<file path="src/hw/rtl/cdwi_pkg.sv">
// ----------------------------------------------------------------------------
// cdwi_pkg
// Shared widths, codes and controller/datapath interface types for the coil
// drive waveform interpolator.
// ----------------------------------------------------------------------------
`default_nettype none

package cdwi_pkg;

  localparam int TIME_W  = 31;
  localparam int CUR_W   = 32;
  localparam int DELTA_W = 35;
  localparam int X_W     = 34;
  localparam int Q_W     = 24;
  localparam int PROD_W  = 64;
  localparam int QUO_W   = 33;
  localparam int CNT_W   = 6;
  localparam int PT_AW   = 8;
  localparam int CO_AW   = 6;
  localparam int NPT_W   = 9;
  localparam int NCO_W   = 7;

  localparam logic [1:0] CMD_LOAD_TIME = 2'd0;
  localparam logic [1:0] CMD_LOAD_CUR  = 2'd1;
  localparam logic [1:0] CMD_EVAL      = 2'd2;

  localparam logic [1:0] REG_POINTS = 2'd0;
  localparam logic [1:0] REG_COILS  = 2'd1;
  localparam logic [1:0] REG_QSTEP  = 2'd2;
  localparam logic [1:0] REG_TRAP   = 2'd3;

  // sample offsets from t, in quarter steps
  typedef enum logic [2:0] {
    PT_P5 = 3'd0,
    PT_P3 = 3'd1,
    PT_P1 = 3'd2,
    PT_M1 = 3'd3,
    PT_P4 = 3'd4
  } pt_t;

  typedef struct packed {
    logic [4:0]     points;
    logic [3:0]     coils;
    logic [Q_W-1:0] qstep;
    logic           trap;
  } cfg_t;

  typedef struct packed {
    logic             eval_start;
    logic             load_x;
    pt_t              pt;
    logic             t_rd;
    logic [PT_AW-1:0] t_addr;
    logic             save_prev;
    logic             save_seg;
    logic             c_rd;
    logic [CO_AW-1:0] c_coil;
    logic [PT_AW-1:0] c_addr;
    logic             save_v0;
    logic             save_v1;
    logic             do_mul;
    logic             div_start;
    logic             take_clamp;
    logic             take_interp;
    logic             acc_en;
    logic             emit;
    logic             last;
  } dp_cmd_t;

  typedef struct packed {
    logic x_le;
    logic x_ge;
    logic in_seg;
    logic div_busy;
    logic out_free;
  } dp_stat_t;

endpackage

`default_nettype wire

</file>
<file path="src/hw/rtl/cdwi_ctrl.sv">
// ----------------------------------------------------------------------------
// cdwi_ctrl
// Sequencer: walks coils and sample offsets, runs the breakpoint search,
// then the multiply/divide, accumulation and result hand-off.
// ----------------------------------------------------------------------------
`default_nettype none

module cdwi_ctrl #(
  parameter int MAX_POINTS = 16,
  parameter int MAX_COILS  = 8
) (
  input  wire logic              clk,
  input  wire logic              rst,
  input  wire cdwi_pkg::cfg_t    cfg,
  input  wire cdwi_pkg::dp_stat_t stat,
  input  wire logic              in_fire,
  input  wire logic [1:0]        in_cmd,
  output logic                   in_ready,
  output cdwi_pkg::dp_cmd_t      cmd
);
  import cdwi_pkg::*;

  typedef enum logic [3:0] {
    S_IDLE, S_XSET, S_CHKLO, S_CHKHI, S_SCAN0, S_SCAN, S_RDV0, S_RDV1,
    S_MUL, S_DIVGO, S_DIVWAIT, S_CLAMP, S_ACC, S_EMIT
  } state_t;

  state_t           state;
  logic [PT_AW-1:0] idx;
  logic [CO_AW-1:0] coil;
  pt_t              pt;
  pt_t              pt_next;

  logic [NPT_W-1:0] npts;
  logic [NCO_W-1:0] ncoil;
  logic [PT_AW-1:0] last_pt;
  logic [CO_AW-1:0] last_coil;
  logic             is_last;

  always_comb begin
    if (cfg.points < 5'd2) begin
      npts = NPT_W'(2);
    end else if (NPT_W'(cfg.points) > NPT_W'(MAX_POINTS)) begin
      npts = NPT_W'(MAX_POINTS);
    end else begin
      npts = NPT_W'(cfg.points);
    end
    if (cfg.coils == 4'd0) begin
      ncoil = NCO_W'(1);
    end else if (NCO_W'(cfg.coils) > NCO_W'(MAX_COILS)) begin
      ncoil = NCO_W'(MAX_COILS);
    end else begin
      ncoil = NCO_W'(cfg.coils);
    end
  end

  assign last_pt   = PT_AW'(npts - 1'b1);
  assign last_coil = CO_AW'(ncoil - 1'b1);
  assign is_last   = coil == last_coil;

  // backward mode only needs the +5q, +3q and +4q samples
  always_comb begin
    case (pt)
      PT_P5:   pt_next = PT_P3;
      PT_P3:   pt_next = cfg.trap ? PT_P1 : PT_P4;
      PT_P1:   pt_next = PT_M1;
      default: pt_next = PT_P4;
    endcase
  end

  always_comb begin
    cmd      = '0;
    cmd.pt   = pt;
    cmd.c_coil = coil;
    cmd.last = is_last;
    in_ready = 1'b0;
    unique case (state)
      S_IDLE: begin
        in_ready       = 1'b1;
        cmd.eval_start = in_fire && in_cmd == CMD_EVAL;
      end
      S_XSET: begin
        cmd.load_x = 1'b1;
        cmd.t_rd   = 1'b1;
      end
      S_CHKLO: begin
        if (stat.x_le) begin
          cmd.c_rd = 1'b1;
        end else begin
          cmd.t_rd   = 1'b1;
          cmd.t_addr = last_pt;
        end
      end
      S_CHKHI: begin
        if (stat.x_ge) begin
          cmd.c_rd   = 1'b1;
          cmd.c_addr = last_pt;
        end else begin
          cmd.t_rd = 1'b1;
        end
      end
      S_SCAN0: begin
        cmd.save_prev = 1'b1;
        cmd.t_rd      = 1'b1;
        cmd.t_addr    = PT_AW'(1);
      end
      S_SCAN: begin
        if (stat.in_seg) begin
          cmd.save_seg = 1'b1;
          cmd.c_rd     = 1'b1;
          cmd.c_addr   = idx - 1'b1;
        end else if (idx == last_pt) begin
          // times not increasing: fall back to the last point
          cmd.c_rd   = 1'b1;
          cmd.c_addr = last_pt;
        end else begin
          cmd.save_prev = 1'b1;
          cmd.t_rd      = 1'b1;
          cmd.t_addr    = idx + 1'b1;
        end
      end
      S_RDV0: begin
        cmd.save_v0 = 1'b1;
        cmd.c_rd    = 1'b1;
        cmd.c_addr  = idx;
      end
      S_RDV1:    cmd.save_v1     = 1'b1;
      S_MUL:     cmd.do_mul      = 1'b1;
      S_DIVGO:   cmd.div_start   = 1'b1;
      S_DIVWAIT: cmd.take_interp = !stat.div_busy;
      S_CLAMP:   cmd.take_clamp  = 1'b1;
      S_ACC:     cmd.acc_en      = 1'b1;
      S_EMIT:    cmd.emit        = stat.out_free;
      default: ;
    endcase
  end

  always_ff @(posedge clk) begin
    if (rst) begin
      state <= S_IDLE;
      idx   <= '0;
      coil  <= '0;
      pt    <= PT_P5;
    end else begin
      unique case (state)
        S_IDLE: begin
          if (in_fire && in_cmd == CMD_EVAL) begin
            coil  <= '0;
            pt    <= PT_P5;
            state <= S_XSET;
          end
        end
        S_XSET:  state <= S_CHKLO;
        S_CHKLO: state <= stat.x_le ? S_CLAMP : S_CHKHI;
        S_CHKHI: state <= stat.x_ge ? S_CLAMP : S_SCAN0;
        S_SCAN0: begin
          idx   <= PT_AW'(1);
          state <= S_SCAN;
        end
        S_SCAN: begin
          if (stat.in_seg) begin
            state <= S_RDV0;
          end else if (idx == last_pt) begin
            state <= S_CLAMP;
          end else begin
            idx <= idx + 1'b1;
          end
        end
        S_RDV0:  state <= S_RDV1;
        S_RDV1:  state <= S_MUL;
        S_MUL:   state <= S_DIVGO;
        S_DIVGO: state <= S_DIVWAIT;
        S_DIVWAIT: begin
          if (!stat.div_busy) begin
            state <= S_ACC;
          end
        end
        S_CLAMP: state <= S_ACC;
        S_ACC: begin
          if (pt == PT_P4) begin
            state <= S_EMIT;
          end else begin
            pt    <= pt_next;
            state <= S_XSET;
          end
        end
        S_EMIT: begin
          if (stat.out_free) begin
            if (is_last) begin
              state <= S_IDLE;
            end else begin
              coil  <= coil + 1'b1;
              pt    <= PT_P5;
              state <= S_XSET;
            end
          end
        end
        default: state <= S_IDLE;
      endcase
    end
  end

endmodule

`default_nettype wire

</file>
<file path="config.mk">
export PLATFORM = sky130hd
export DESIGN_NAME = cdwi_ctrl
export DESIGN_NICKNAME = d
export VERILOG_FILES = /design/src/hw/rtl/cdwi_pkg.sv /design/src/hw/rtl/cdwi_ctrl.sv
export SDC_FILE = /design/constraint.sdc
export NUM_CORES = 1
export LEC_CHECK = 0
export BUFFER_PORTS_ARGS = -buffer_cell sky130_fd_sc_hd__clkbuf_2
export CAP_MARGIN = 20
export CORE_MARGIN = 3
export CORE_UTILIZATION = 53
export DETAILED_ROUTE_END_ITERATION = 10
export PLACE_DENSITY_LB_ADDON = 0.2
export SYNTH_ARGS = -nofsm -noshare
export SYNTH_HDL_FRONTEND = slang
export SYNTH_SLANG_ARGS = --single-unit
</file>
<file path="constraint.sdc">
create_clock -name clk -period 9.2 [get_ports clk]
set_clock_uncertainty 0.1 [all_clocks]
set_input_delay 1.84 -clock clk [delete_from_list [all_inputs] [get_ports clk]]
set_output_delay 1.84 -clock clk [all_outputs]
set_load 0.05 [all_outputs]
</file>
==> run summary, run 1 <==
The switching power came out at 0.000202 W. The warning count from the yosys run came out at 0. The number of global-route vias before repair is 1970. Each instance of the synthesized netlist takes up on average 7.24 um2. The number of hold buffers added after CTS was 0. The worst pin sits at a relative slew slack of 59.4%. The switching share of total power is 51.4%. The count of endpoints failing hold in the final timing report came out at 0. The final critical path time including I/O delays and setup came out at 6.38 ns. The fraction of registers with async set or reset after synthesis came out at 0%. The clock group share of total power came out at 15.5%. After the first detailed-routing iteration, the DRC count stood at 213. The leakage dissipation came out at 0.990 nW.

The part of the cycle the worst path needs is 69.3%. For this run, the leading register cell type out of synthesis is sky130_fd_sc_hd__dfxtp_1. The final layout net count came out at 385.

The die height is 69.5 um. The width of the die is 69.5 um. The total CTS buffers came out at 3. The number of filler cells placed in the layout came out at 377.

The count of nets left with antenna violations once routing finished came out at 0. The via density per instance came out at 5.90. Clock tree synthesis selected as its root buffer the cell sky130_fd_sc_hd__clkbuf_8. Gates resized during post-CTS repair numbered 0.

The starting density of the core is 56.6%. The measured slew at the worst slew-check pin is 0.609 ns. The post-synthesis cell area is 2140 um2.

The number of clock sinks came out at 21. Excluding fillers, the count of instances in the completed layout stands at 383. The first detailed-routing pass took 4 iterations. The final design utilization came out at 63.9%.

The total power divided by cell area is 163 nW/um2. The final critical-path setup slack is 2.82 ns. The buffers inserted during post-CTS setup optimization came out at 0. The core outline area is 3770 um2.

The post-synth net total came out at 344. Detailed placement finished with a half-perimeter wire length of 4040 um. The post-synthesis register bit count is 21.

Counting along the longest clock path gives a buffer depth of 2. TritonCTS built the clock tree. The worst setup path is captured at an output pin. The classification of the worst-slack hold path is reg2reg. The number of antenna cells inserted came out at 0. The number of max-slew violations in the final report is 0. The die covers 4830 um2. The start-to-end type of the worst setup path is in2out.

The total setup violations reported at the end of the flow came out at 0. The clock latency reported for the late side of the worst-skew pair is 0.26 ns. The highest fanout seen on the critical path came out at 9.

The total global routing overflow is 0. The share of the Yosys chip area taken by registers is 19.7%. The initial antenna violation count is 0.

The number of cells in the design after placement is 379. In the final layout, the share of cells above drive strength 1 is 23.0%. For this run, design rule violations remaining after detail routing come to 0. The data arrival at the endpoint of the critical path came out at 4.44 ns. The total negative slack for setup checks came out at 0 ns. The clock transition time at the flip-flop clock pins of the worst setup and hold paths is 0.08 ns. The depth of the CTS H-tree is 1. Data on the critical path is required at its endpoint by 7.26 ns. The total of buffers placed on input and output ports came out at 60. The final weighted congestion of routability-driven global placement is 0.859. The number of flops mapped to enable cells by yosys came out at 0. The fraction of power consumed by sequential logic came out at 31.9%. Entering global routing, the biggest net connects 22 pins.

The max capacitance violation total is 0. The via count of the routed design is 2260. The total routing resource utilization after global routing is 22.3%. The peak ir drop on the vdd network came out at 208 uV.

In the synthesized netlist, the number of instances is 295. The initialized floorplan defines 22 standard-cell rows. The worst setup timing slack at the placement stage is 2.87 ns. The fraction of power consumed by combinational cells is 52.5%.

The number of distinct library cells after synthesis came out at 64. Setup repair after global routing left no endpoint under its margin. The I/O pin total is 85. The layout-stage area growth over the synthesis result came out at 12.8%. For this run, the top clock speed supported by timing is 0.157 GHz.

The run finished with clean final reports. The detailed-route wire length came out at 5420 um. The cell internal power dissipation is 0.000191 W. STA classifies the critical path startpoint as an input port. The overall power came out at 0.000394 W. The wire length per cell came out at 14.1 um. The global-route wire length before repair came out at 9250 um.
-- sequential cells by signal, indices dropped and copies added, names as in the netlist --
signal and cells:
coil 6, idx 8, state 4, pt 3
-- worst max-delay path, stage by stage --
cell and delay (ns):
sky130_fd_sc_hd__clkbuf_2 0.14, sky130_fd_sc_hd__o311a_1 0.40, sky130_fd_sc_hd__inv_1 0.07, sky130_fd_sc_hd__ha_1 0.31
sky130_fd_sc_hd__nand2b_1 0.09, sky130_fd_sc_hd__a31o_1 0.21, sky130_fd_sc_hd__o32ai_2 0.27, sky130_fd_sc_hd__nor3_1 0.12
sky130_fd_sc_hd__a32oi_1 0.49, sky130_fd_sc_hd__o221ai_1 0.22, sky130_fd_sc_hd__clkbuf_2 0.27
-- synth_stat cells (4+ instances only) --
cell type                  instances  area, um2
sky130_fd_sc_hd__xnor2_1          13        114
sky130_fd_sc_hd__o21ai_0          16       80.1
sky130_fd_sc_hd__o221ai_1          5       43.8
sky130_fd_sc_hd__nand2_1          26       97.6
sky130_fd_sc_hd__ha_1              5       62.6
sky130_fd_sc_hd__clkbuf_1         11       41.3
sky130_fd_sc_hd__a221o_1           4       40.0
sky130_fd_sc_hd__dfxtp_1          21        420
sky130_fd_sc_hd__nand3_1          10       50.1
sky130_fd_sc_hd__o22ai_1           6       37.5
sky130_fd_sc_hd__a211oi_1          4       30.0
sky130_fd_sc_hd__or3_1             9       56.3
sky130_fd_sc_hd__buf_2             5       25.0
sky130_fd_sc_hd__and3_1            4       25.0
sky130_fd_sc_hd__mux2i_1           4       40.0
sky130_fd_sc_hd__a21oi_1          13       65.1
sky130_fd_sc_hd__inv_1            10       37.5
sky130_fd_sc_hd__nand2b_1         10       62.6
sky130_fd_sc_hd__nor2_1           34        128
sky130_fd_sc_hd__nor3_1           15       75.1
sky130_fd_sc_hd__buf_6             4       45.0
sky130_fd_sc_hd__nor2b_1           5       31.3
-- placed cells by master, fill, tap and decap left out, types with 9 or more instances in the layout --
| cell | synthesis | layout |
|---|---|---|
| sky130_fd_sc_hd__clkbuf_2 | 1 | 60 |
| sky130_fd_sc_hd__nor2_1 | 34 | 34 |
| sky130_fd_sc_hd__nand2_1 | 26 | 26 |
| sky130_fd_sc_hd__dfxtp_1 | 21 | 21 |
| sky130_fd_sc_hd__o21ai_0 | 16 | 16 |
| sky130_fd_sc_hd__nor3_1 | 15 | 15 |
| sky130_fd_sc_hd__xnor2_1 | 13 | 13 |
| sky130_fd_sc_hd__a21oi_1 | 13 | 13 |
| sky130_fd_sc_hd__nand2b_1 | 10 | 10 |
| sky130_fd_sc_hd__inv_1 | 10 | 10 |
| sky130_fd_sc_hd__nand3_1 | 10 | 10 |
| sky130_fd_sc_hd__or3_1 | 9 | 9 |
-- layer usage --
metal / global-route usage (%) / vias up / wire length [um]
li1: - / 1143 / -
met1: 31.6 / 1042 / 2510
met2: 35.3 / 66 / 2610
met3: 3.19 / 9 / 250
met4: 5.42 / 0 / 50
met5: 0 / - / 0
-- metrics by stage --
stage          area [um2]  hold slack, ns
2_1_floorplan        2140           0.486
3_3_place_gp         2360           0.381
3_5_place_dp         2360           0.394
4_1_cts              2410           0.404
5_1_grt              2410           0.419
6_report             2410           0.402
-- final cells by class --
class                      instances  area (um2)  area share [%]
inverter                          11        41.3            1.71
multi-input combinational        238        1540            63.7
tap                               48        60.1            2.49
timing repair buffer              61         308            12.8
sequential                        21         420            17.4
clock buffer                       4        45.0            1.87
-- final timing paths --
path,start,end,slack [ns],cells after the start
max,cfg[31],cmd[11],2.82,11
min,coil[5],coil[5],0.40,2
max reg2reg,idx[2],idx[2],6.72,7
min reg2reg,coil[5],coil[5],0.40,2
-- logic make-up (layout without fill, tap and decap cells) --
group,count (synthesis),in the layout,share of synthesized area [%]
buffers and inverters,36,76,8.44
AO/OA/AOI/OAI,76,76,26.4
flip-flops,21,21,19.7
adder cells (fa/ha/maj),5,5,2.93
XOR/XNOR,16,16,6.56
multiplexers,5,5,2.40
AND/OR/NAND/NOR,136,136,33.6
-- power by group through the flow --
stage                      clock, W  combinational [W]  sequential [W]
after floorplan                   0           0.000190        0.000106
after global placement            0           0.000205        0.000127
after detailed placement          0           0.000207        0.000127
after CTS                 0.0000620           0.000207        0.000125
after global routing      0.0000652           0.000225        0.000129
final                     0.0000611           0.000207        0.000126
Power figures use the tool's default switching activity.
==> run 2: changes to the inputs <==
--- a/config.mk
+++ b/config.mk
@@ -5,10 +5,11 @@
 export SDC_FILE = /design/constraint.sdc
 export NUM_CORES = 1
 export LEC_CHECK = 0
+export ABC_AREA = 1
 export BUFFER_PORTS_ARGS = -buffer_cell sky130_fd_sc_hd__clkbuf_2
 export CAP_MARGIN = 20
 export CORE_MARGIN = 3
-export CORE_UTILIZATION = 53
+export CORE_UTILIZATION = 45
 export DETAILED_ROUTE_END_ITERATION = 10
 export PLACE_DENSITY_LB_ADDON = 0.2
 export SYNTH_ARGS = -nofsm -noshare
==> constraint.sdc (replaced) <==
create_clock -name clk -period 5.8 [get_ports clk]
set_clock_uncertainty 0.1 [all_clocks]
set_input_delay 1.16 -clock clk [delete_from_list [all_inputs] [get_ports clk]]
set_output_delay 1.16 -clock clk [all_outputs]
set_load 0.05 [all_outputs]
==> run 2 against run 1 <==
  * Total power up 100%
  * Combinational power rose to 2.6 times the previous value
  * Final cell count up 24%
  * Highest routed layer unchanged
  * Synthesized cell count increased by 24%
  * Clock-buffer cell count shrank 1
  * Cell area increased by 4.8%
  * Area after synthesis rose by 1.1%
  * Worst hold slack got worse by 0.015 ns
  * Core utilization fell by 7.8 points
  * Register-to-register slack worse by 2.8 ns
  * Wire length grew 9.1%
  * Critical path depth rose by 7
==> run summary, run 2 <==
The via density per instance came out at 5.27 (was 5.90). The placement row count came out at 24 (was 22). The clock latency reported for the late side of the worst-skew pair is 0.26 ns (about the same).

The number of distinct library cells after synthesis came to 38 (was 64). The total of buffers placed on input and output ports is 60 (unchanged). The post-synthesis register bit count is 21 (unchanged). The remaining routing DRC violations came to 0 (unchanged). The detailed placer's ending HPWL came out at 4690 um (was 4040 um).

The warning count from the yosys run came out at 0 (unchanged). Highest-count cells in the layout ignoring fill and taps: sky130_fd_sc_hd__nand2_1 (80), sky130_fd_sc_hd__clkbuf_2 (60), sky130_fd_sc_hd__nor2_1 (51), sky130_fd_sc_hd__inv_1 (50), sky130_fd_sc_hd__nand3_1 (35) (was sky130_fd_sc_hd__clkbuf_2 (60), sky130_fd_sc_hd__nor2_1 (34), sky130_fd_sc_hd__nand2_1 (26), sky130_fd_sc_hd__dfxtp_1 (21), sky130_fd_sc_hd__o21ai_0 (16)). The kind of launch point of the worst setup path is an input port (unchanged). The classification of the worst-slack hold path is reg2reg (unchanged). The most frequently used cell type in the post-synthesis netlist is sky130_fd_sc_hd__nand2_1 (was sky130_fd_sc_hd__nor2_1).

The final layout net count came out at 473 (was 385). The total setup violations reported at the end of the flow came out at 0 (unchanged). Unrepaired setup endpoints after global routing: no (unchanged).

The launch point of the critical path is cfg[33] (was cfg[31]). The width of the die came out at 75.3 um (was 69.5 um). The tightest slew margin relative to the limit came out at 65.2% (was 59.4%). The max capacitance violation total came out at 0 (unchanged). The count of endpoints failing hold in the final timing report came out at 0 (unchanged). The number of filler cells placed in the layout came out at 459 (was 377). The top flip-flop cell by instance count after synthesis is sky130_fd_sc_hd__dfxtp_1 (unchanged). The highest fanout seen on the critical path was 8 (was 9).

The number of buffers between clock root and the deepest sink came out at 2 (unchanged). The worst setup timing slack at the placement stage is 1.06 ns (was 2.87 ns). The number of search-and-repair iterations in the first detailed-routing pass came out at 4 (unchanged).

The post-synthesis cell area was 2160 um2 (was 2140 um2). Registers with the highest flip-flop counts: idx (8), coil (6), state (4) (unchanged). The worst slack on hold paths came out at 0.386 ns (was 0.402 ns).

The per-instance average area after synthesis came to 5.90 um2 (was 7.24 um2). The wire length per cell came out at 12.4 um (was 14.1 um). The top cell type's share of synthesized area came out at 19.5% (was 19.7%). The via count of the routed design is 2501 (was 2260). The number of nets still failing antenna checks after routing came out at 0 (unchanged). The fraction of registers with async set or reset after synthesis is 0% (unchanged). The I/O pin total is 85 (unchanged). The layout-stage area growth over the synthesis result is 17.0% (was 12.8%).

The peak ir drop on the vdd network is 233 uV (was 208 uV). Timing would allow up to 0.208 GHz. The core outline area came out at 4500 um2 (was 3770 um2).

The internal reg-to-reg setup slack was 3.90 ns (was 6.72 ns). The final critical path time including I/O delays and setup is 4.80 ns. The final critical-path setup slack came out at 1.00 ns (was 2.82 ns). The global-route wire length before repair is 9660 um (was 9250 um). The quantity of gates resized following cts came to 0 (unchanged). The part of the cycle the worst path needs is 82.7%. The number of flops mapped to enable cells by yosys is 0 (unchanged). The detailed-route wire length is 5910 um (was 5420 um).

The number of instances in the synthesized netlist was 366 (was 295). The data required time of the worst path is 4.54 ns (was 7.26 ns). The starting density of the core came out at 47.9% (was 56.6%). The number of antenna cells inserted is 0 (unchanged).

The number of max-slew violations in the final report is 0 (unchanged). The number of clock sinks is 21 (unchanged). The flip-flop count of the largest register, all copies and words added is 8 (unchanged). The initial DRC count was 168 (was 213). The total power divided by cell area came out at 319 nW/um2 (was 163 nW/um2). The largest net degree at the start of global routing came out at 18 (was 22). The buffers inserted during post-CTS setup optimization came out at 0 (unchanged). The leakage dissipation is 1.26 nW (was 0.990 nW). The count of cells along the worst register-to-register path came out at 13 (was 7). The TritonCTS clock tree was done (unchanged). The timing endpoint of the critical path is cmd[10] (was cmd[11]). The area of the die came out at 5660 um2 (was 4830 um2). Top cells by area, synth: sky130_fd_sc_hd__dfxtp_1 (19%), sky130_fd_sc_hd__nand2_1 (14%), sky130_fd_sc_hd__nor2_1 (8.9%) (was sky130_fd_sc_hd__dfxtp_1 (20%), sky130_fd_sc_hd__nor2_1 (6.0%), sky130_fd_sc_hd__xnor2_1 (5.3%)).

The initial antenna violation count is 0 (unchanged). The start-to-end type of the worst setup path is in2out (unchanged). The total global routing overflow came to 0 (unchanged). The die height was 75.3 um (was 69.5 um).

The overall power was 0.000805 W (was 0.000394 W). The measured slew at the worst slew-check pin is 0.520 ns (was 0.609 ns). The ratio of cells with drive above 1 in the final layout is 22.2% (was 23.0%). Post-synth top cells: sky130_fd_sc_hd__nand2_1 (80), sky130_fd_sc_hd__nor2_1 (51), sky130_fd_sc_hd__inv_1 (50), sky130_fd_sc_hd__nand3_1 (35), sky130_fd_sc_hd__a21oi_1 (24) (was sky130_fd_sc_hd__nor2_1 (34), sky130_fd_sc_hd__nand2_1 (26), sky130_fd_sc_hd__dfxtp_1 (21), sky130_fd_sc_hd__o21ai_0 (16), sky130_fd_sc_hd__nor3_1 (15)). The root cell of the clock tree is sky130_fd_sc_hd__clkbuf_8 (unchanged). The final design utilization came out at 56.1% (was 63.9%). The total negative slack for setup checks is 0 ns (unchanged).

The post-synthesis sequential area ratio is 19.5% (was 19.7%). The total CTS buffers is 3 (unchanged). Result of the run: finished clean (unchanged). The total routing resource utilization after global routing came out at 21.6% (was 22.3%).

The cell taking the most area after synthesis is sky130_fd_sc_hd__dfxtp_1 (unchanged). The number of hold buffers added after cts is 0 (unchanged). The origin of the critical flop-to-flop path is idx[1] (was idx[2]). The clock transition time at the flip-flop clock pins of the worst setup and hold paths came out at 0.08 ns (about the same). The register with the most flip-flops was idx (unchanged).

The depth of the CTS H-tree came out at 1 (unchanged). The data arrival at the endpoint of the critical path was 3.54 ns (was 4.44 ns). The post-synth net total is 415 (was 344). The nature of the critical path endpoint was an output pin (unchanged). The most common library cell in the layout ignoring fill and taps is sky130_fd_sc_hd__nand2_1 (was sky130_fd_sc_hd__clkbuf_2).

The reg-to-reg critical path endpoint is idx[0] (was idx[2]). The number of global-route vias before repair came to 2119 (was 1970). The final weighted congestion of routability-driven global placement was 0.926 (was 0.859).
[run 2: worst min path at each step]
stage / from / endpoint / slack [ns] / cells after the start
6_report: pt[1] / pt[1] / 0.39 / 2
5_1_grt: pt[1] / pt[1] / 0.41 / 2
4_1_cts: pt[1] / pt[1] / 0.39 / 2
3_5_place_dp: pt[1] / pt[1] / 0.38 / 2
3_3_place_gp: pt[1] / pt[1] / 0.37 / 2
2_1_floorplan: idx[5] / idx[5] / 0.38 / 2
[run 2: kinds of logic after synthesis]
kind of cell	synth area share (%)
buffers and inverters	11.7
flip-flops	19.5
AND/OR/NAND/NOR	46.9
adder cells (fa/ha/maj)	2.90
AO/OA/AOI/OAI	13.4
XOR/XNOR	5.68
[run 2: metal layers]
layer / wire (um) / vias to the layer above / GRT usage (%) / part of all wire (%)
met2: 2600 / 68 / 33.9 / 44
met3: 394 / 4 / 4.41 / 6.7
met1: 2880 / 1133 / 31.1 / 49
met4: 33 / 0 / 3.11 / 0.56
li1: - / 1296 / - / -
met5: 0 / - / 0 / 0
[run 2: final cells by class]
| cell class | instances | area, um2 | area share (%) |
|---|---|---|---|
| Timing Repair Buffer | 60 | 300 | 11.9 |
| Inverter | 55 | 206 | 8.18 |
| Tap cell | 52 | 65.1 | 2.58 |
| Clock inverter | 1 | 5.00 | 0.198 |
| Multi-Input combinational cell | 283 | 1490 | 58.9 |
| Sequential cell | 21 | 420 | 16.7 |
| Clock buffer | 3 | 41.3 | 1.64 |
[run 2: power by group]
part           switching, W  internal (W)
logic              0.000398      0.000133
clock network     0.0000498     0.0000479
registers         0.0000167      0.000159
total              0.000465      0.000340
[run 2: metrics by stage]
step,area [um2],cells
floorplan,2160,366
global placement,2480,471
detailed placement,2480,471
CTS,2520,475
global route,2520,475
finish,2520,475
[run 2: worst max-delay path, cell delays in order]
cell and delay [ns]:
sky130_fd_sc_hd__clkbuf_2 0.14, sky130_fd_sc_hd__nor2_4 0.17, sky130_fd_sc_hd__nand2_4 0.09, sky130_fd_sc_hd__and2_1 0.14
sky130_fd_sc_hd__ha_1 0.32, sky130_fd_sc_hd__inv_1 0.06, sky130_fd_sc_hd__nand2_1 0.06, sky130_fd_sc_hd__nand2_1 0.04
sky130_fd_sc_hd__nor2_1 0.09, sky130_fd_sc_hd__nand2_1 0.05, sky130_fd_sc_hd__nor2_1 0.11, sky130_fd_sc_hd__nand3_2 0.10
sky130_fd_sc_hd__nor2_4 0.11, sky130_fd_sc_hd__nand3_4 0.14, sky130_fd_sc_hd__o21ai_0 0.30, sky130_fd_sc_hd__nand2_1 0.08
sky130_fd_sc_hd__nand2_1 0.08, sky130_fd_sc_hd__clkbuf_2 0.28
==> run 3: changes to the inputs <==
==> constraint.sdc (replaced) <==
create_clock -name clk -period 4.2 [get_ports clk]
set_clock_uncertainty 0.1 [all_clocks]
set_input_delay 0.84 -clock clk [delete_from_list [all_inputs] [get_ports clk]]
set_output_delay 0.84 -clock clk [all_outputs]
set_load 0.05 [all_outputs]
==> run 3 against run 2 <==
  * Setup slack got worse by 0.85 ns
  * Global-route usage down 1.2 points
  * Largest cell class unchanged
  * First-iteration DRC count up 51%
  * Critical path depth unchanged
  * Combinational power is 38% higher
  * Total power grew 38%
  * Clock-buffer cell count did not move
  * Final cell count up 0.42%
  * Die area is the same
  * Non-clock buffer count grew 2
==> run summary, run 3 (synthesized netlist as in run 2, its figures left out) <==
The detailed-route wire length came out at 5860 um (was 5910 um). The depth of the CTS H-tree was 1 (unchanged). The number of filler cells placed in the layout came out at 474 (was 459). The total setup violations reported at the end of the flow was 0 (unchanged).

The cell area reported after detailed placement is 2490 um2 (was 2480 um2). The peak ir drop on the vdd network is 346 uV (was 233 uV). The most crowded layer after global routing is met1 (was met2). The number of global-route vias before repair is 1900 (was 2119). Registers with the highest flip-flop counts: idx (8), coil (6), state (4) (unchanged). The origin of the critical flop-to-flop path was idx[1] (unchanged). The clock latency reported for the late side of the worst-skew pair came out at 0.26 ns (about the same).

The data required time of the worst path is 3.26 ns (was 4.54 ns). Unrepaired setup endpoints after global routing: no (unchanged). The number of nets still failing antenna checks after routing came out at 0 (unchanged). The total global routing overflow came out at 0 (unchanged). The fraction of met1 tracks used by global routing is 31.6% (was 31.1%).

The remaining routing DRC violations is 0 (unchanged). The starting density of the core is 47.9% (unchanged). The layout-stage area growth over the synthesis result is 17.8% (was 17.0%). Highest-count cells in the layout ignoring fill and taps: sky130_fd_sc_hd__nand2_1 (80), sky130_fd_sc_hd__clkbuf_2 (56), sky130_fd_sc_hd__nor2_1 (51), sky130_fd_sc_hd__inv_1 (50), sky130_fd_sc_hd__nand3_1 (35) (was sky130_fd_sc_hd__nand2_1 (80), sky130_fd_sc_hd__clkbuf_2 (60), sky130_fd_sc_hd__nor2_1 (51), sky130_fd_sc_hd__inv_1 (50), sky130_fd_sc_hd__nand3_1 (35)). The initial DRC count is 254 (was 168). The met3 global-route usage was 3.34% (was 4.41%).

The TritonCTS clock tree is done (unchanged). The via count of the routed design is 2454 (was 2501). The core outline area is 4500 um2 (unchanged). Result of the run: finished clean (unchanged).

The final standard cell area without fillers came out at 2540 um2 (was 2520 um2). The end point of the most critical hold path is pt[1] (unchanged). The root cell of the clock tree is sky130_fd_sc_hd__clkbuf_8 (unchanged).

The initial antenna violation count is 0 (unchanged). The leakage dissipation is 1.27 nW (was 1.26 nW). The most common library cell in the layout ignoring fill and taps is sky130_fd_sc_hd__nand2_1 (unchanged). The largest net degree at the start of global routing is 18 (unchanged). The reg-to-reg critical path endpoint is state[0] (was idx[0]).

The number of antenna cells inserted came out at 0 (unchanged). The total negative slack for setup checks is 0 ns (unchanged). The number of max-slew violations in the final report is 0 (unchanged). The measured slew at the worst slew-check pin is 0.508 ns (was 0.520 ns). The total CTS buffers came out at 3 (unchanged). The classification of the worst-slack hold path is reg2reg (unchanged).

The tightest slew margin relative to the limit came out at 66.0% (was 65.2%). The total routing resource utilization after global routing came out at 20.4% (was 21.6%). The fraction of met2 tracks used by global routing came out at 30.7% (was 33.9%). The final critical-path setup slack came out at 0.153 ns (was 1.00 ns).

The beginning of the worst hold path is pt[1] (unchanged). The data arrival at the endpoint of the critical path came out at 3.11 ns (was 3.54 ns). The total power divided by cell area is 437 nW/um2 (was 319 nW/um2). The final layout net count came out at 475 (was 473). The worst hold path depth came out at 2 (unchanged). The final weighted congestion of routability-driven global placement is 0.900 (was 0.926). The total of buffers placed on input and output ports is 60 (unchanged).

The part of the cycle the worst path needs is 96.3%. The width of the die is 75.3 um (unchanged). The count of cells along the worst register-to-register path was 15 (was 13). The via density per instance came out at 5.14 (was 5.27).

The final critical path time including I/O delays and setup came out at 4.05 ns. The detailed placer's ending HPWL is 4770 um (was 4690 um). The max capacitance violation total came to 0 (unchanged). The I/O pin total came out at 85 (unchanged). The global-route wire length before repair is 9090 um (was 9660 um). The highest fanout seen on the critical path is 6 (was 8).

The area of the die is 5660 um2 (unchanged). The number of search-and-repair iterations in the first detailed-routing pass is 4 (unchanged). The wire length per cell came out at 12.3 um (was 12.4 um). The number of buffers between clock root and the deepest sink was 2 (unchanged). The die height is 75.3 um (unchanged). The internal reg-to-reg setup slack was 2.16 ns (was 3.90 ns).

The ratio of cells with drive above 1 in the final layout came out at 22.6% (was 22.2%). The nature of the critical path endpoint was an output pin (unchanged). The start-to-end type of the worst setup path is in2out (unchanged). The register with the most flip-flops is idx (unchanged).

The placement row count came out at 24 (unchanged). The worst setup timing slack at the placement stage was 0.0874 ns (was 1.06 ns). The count of endpoints failing hold in the final timing report was 0 (unchanged). The flip-flop count of the largest register, all copies and words added was 8 (unchanged). The clock transition time at the flip-flop clock pins of the worst setup and hold paths is 0.08 ns (about the same). The maximum clock rate came out at 0.247 GHz. The kind of launch point of the worst setup path is an input port (unchanged). The number of clock sinks came out at 21 (unchanged).
## run 3: cell types whose count changed in the layout (fill, tap and decap cells not counted), sizes merged
cell,delta
clkbuf,-3
buf,+5
## run 3: critical path: stages
cell and delay [ns]:
sky130_fd_sc_hd__clkbuf_2 0.14, sky130_fd_sc_hd__nor2_4 0.17, sky130_fd_sc_hd__nand2_4 0.09, sky130_fd_sc_hd__and2_1 0.15
sky130_fd_sc_hd__ha_1 0.35, sky130_fd_sc_hd__inv_1 0.07, sky130_fd_sc_hd__nand2_1 0.07, sky130_fd_sc_hd__nand2_1 0.04
sky130_fd_sc_hd__nor2_1 0.09, sky130_fd_sc_hd__nand2_1 0.05, sky130_fd_sc_hd__nor2_1 0.12, sky130_fd_sc_hd__nand3_2 0.10
sky130_fd_sc_hd__nor2_4 0.11, sky130_fd_sc_hd__nand3_4 0.09, sky130_fd_sc_hd__buf_4 0.17, sky130_fd_sc_hd__nand3_1 0.09
sky130_fd_sc_hd__o21ai_0 0.11, sky130_fd_sc_hd__clkbuf_2 0.25
## run 3: final cells by class
type | count | area, um2 | area share, %
well taps | 52 | 65.1 | 2.56
clock buffers | 3 | 41.3 | 1.62
inverters | 55 | 206 | 8.12
repair buffers | 62 | 318 | 12.5
clock inverters | 1 | 5.00 | 0.197
multi-input cells | 283 | 1490 | 58.5
flip-flops and latches | 21 | 420 | 16.5
## run 3: power by group
group	internal, W	total [W]	switching, W
registers	0.000220	0.000246	0.0000256
logic	0.000186	0.000732	0.000546
clock network	0.0000661	0.000134	0.0000674
total	0.000472	0.00111	0.000639
## run 3: timing repair
action	4_1_cts	5_1_grt
resized for setup	0	6
hold buffers	0	0
buffers inserted	0	0
endpoints found under the setup margin	0	4
## run 3: per-layer routing
metal	vias to the layer above	part of all wire [%]
met3	2	5.8
met5	-	0
met1	1084	49
met2	68	45
li1	1300	-
met4	0	0.14
## run 3: worst max-delay path by stage
stage / to / slack, ns / startpoint / depth (start not counted)
after floorplan: cmd[12] / 0.16 / cfg[32] / 16
after global placement: cmd[10] / 0.15 / cfg[33] / 18
after detailed placement: cmd[10] / 0.09 / cfg[33] / 18
after CTS: cmd[10] / 0.07 / cfg[33] / 18
after global routing: cmd[32] / 0.01 / cfg[33] / 18
final: cmd[28] / 0.15 / cfg[33] / 18
## run 3: metrics by stage
step           instances  hold slack (ns)  utilization (%)  power [W]
3_5_place_dp         473            0.377             55.4   0.000977
2_1_floorplan        366            0.382                -   0.000818
4_1_cts              477            0.388             56.4    0.00112
6_report             477            0.388             56.4    0.00111
5_1_grt              477            0.406             56.4    0.00120
3_3_place_gp         473            0.368             55.4   0.000971
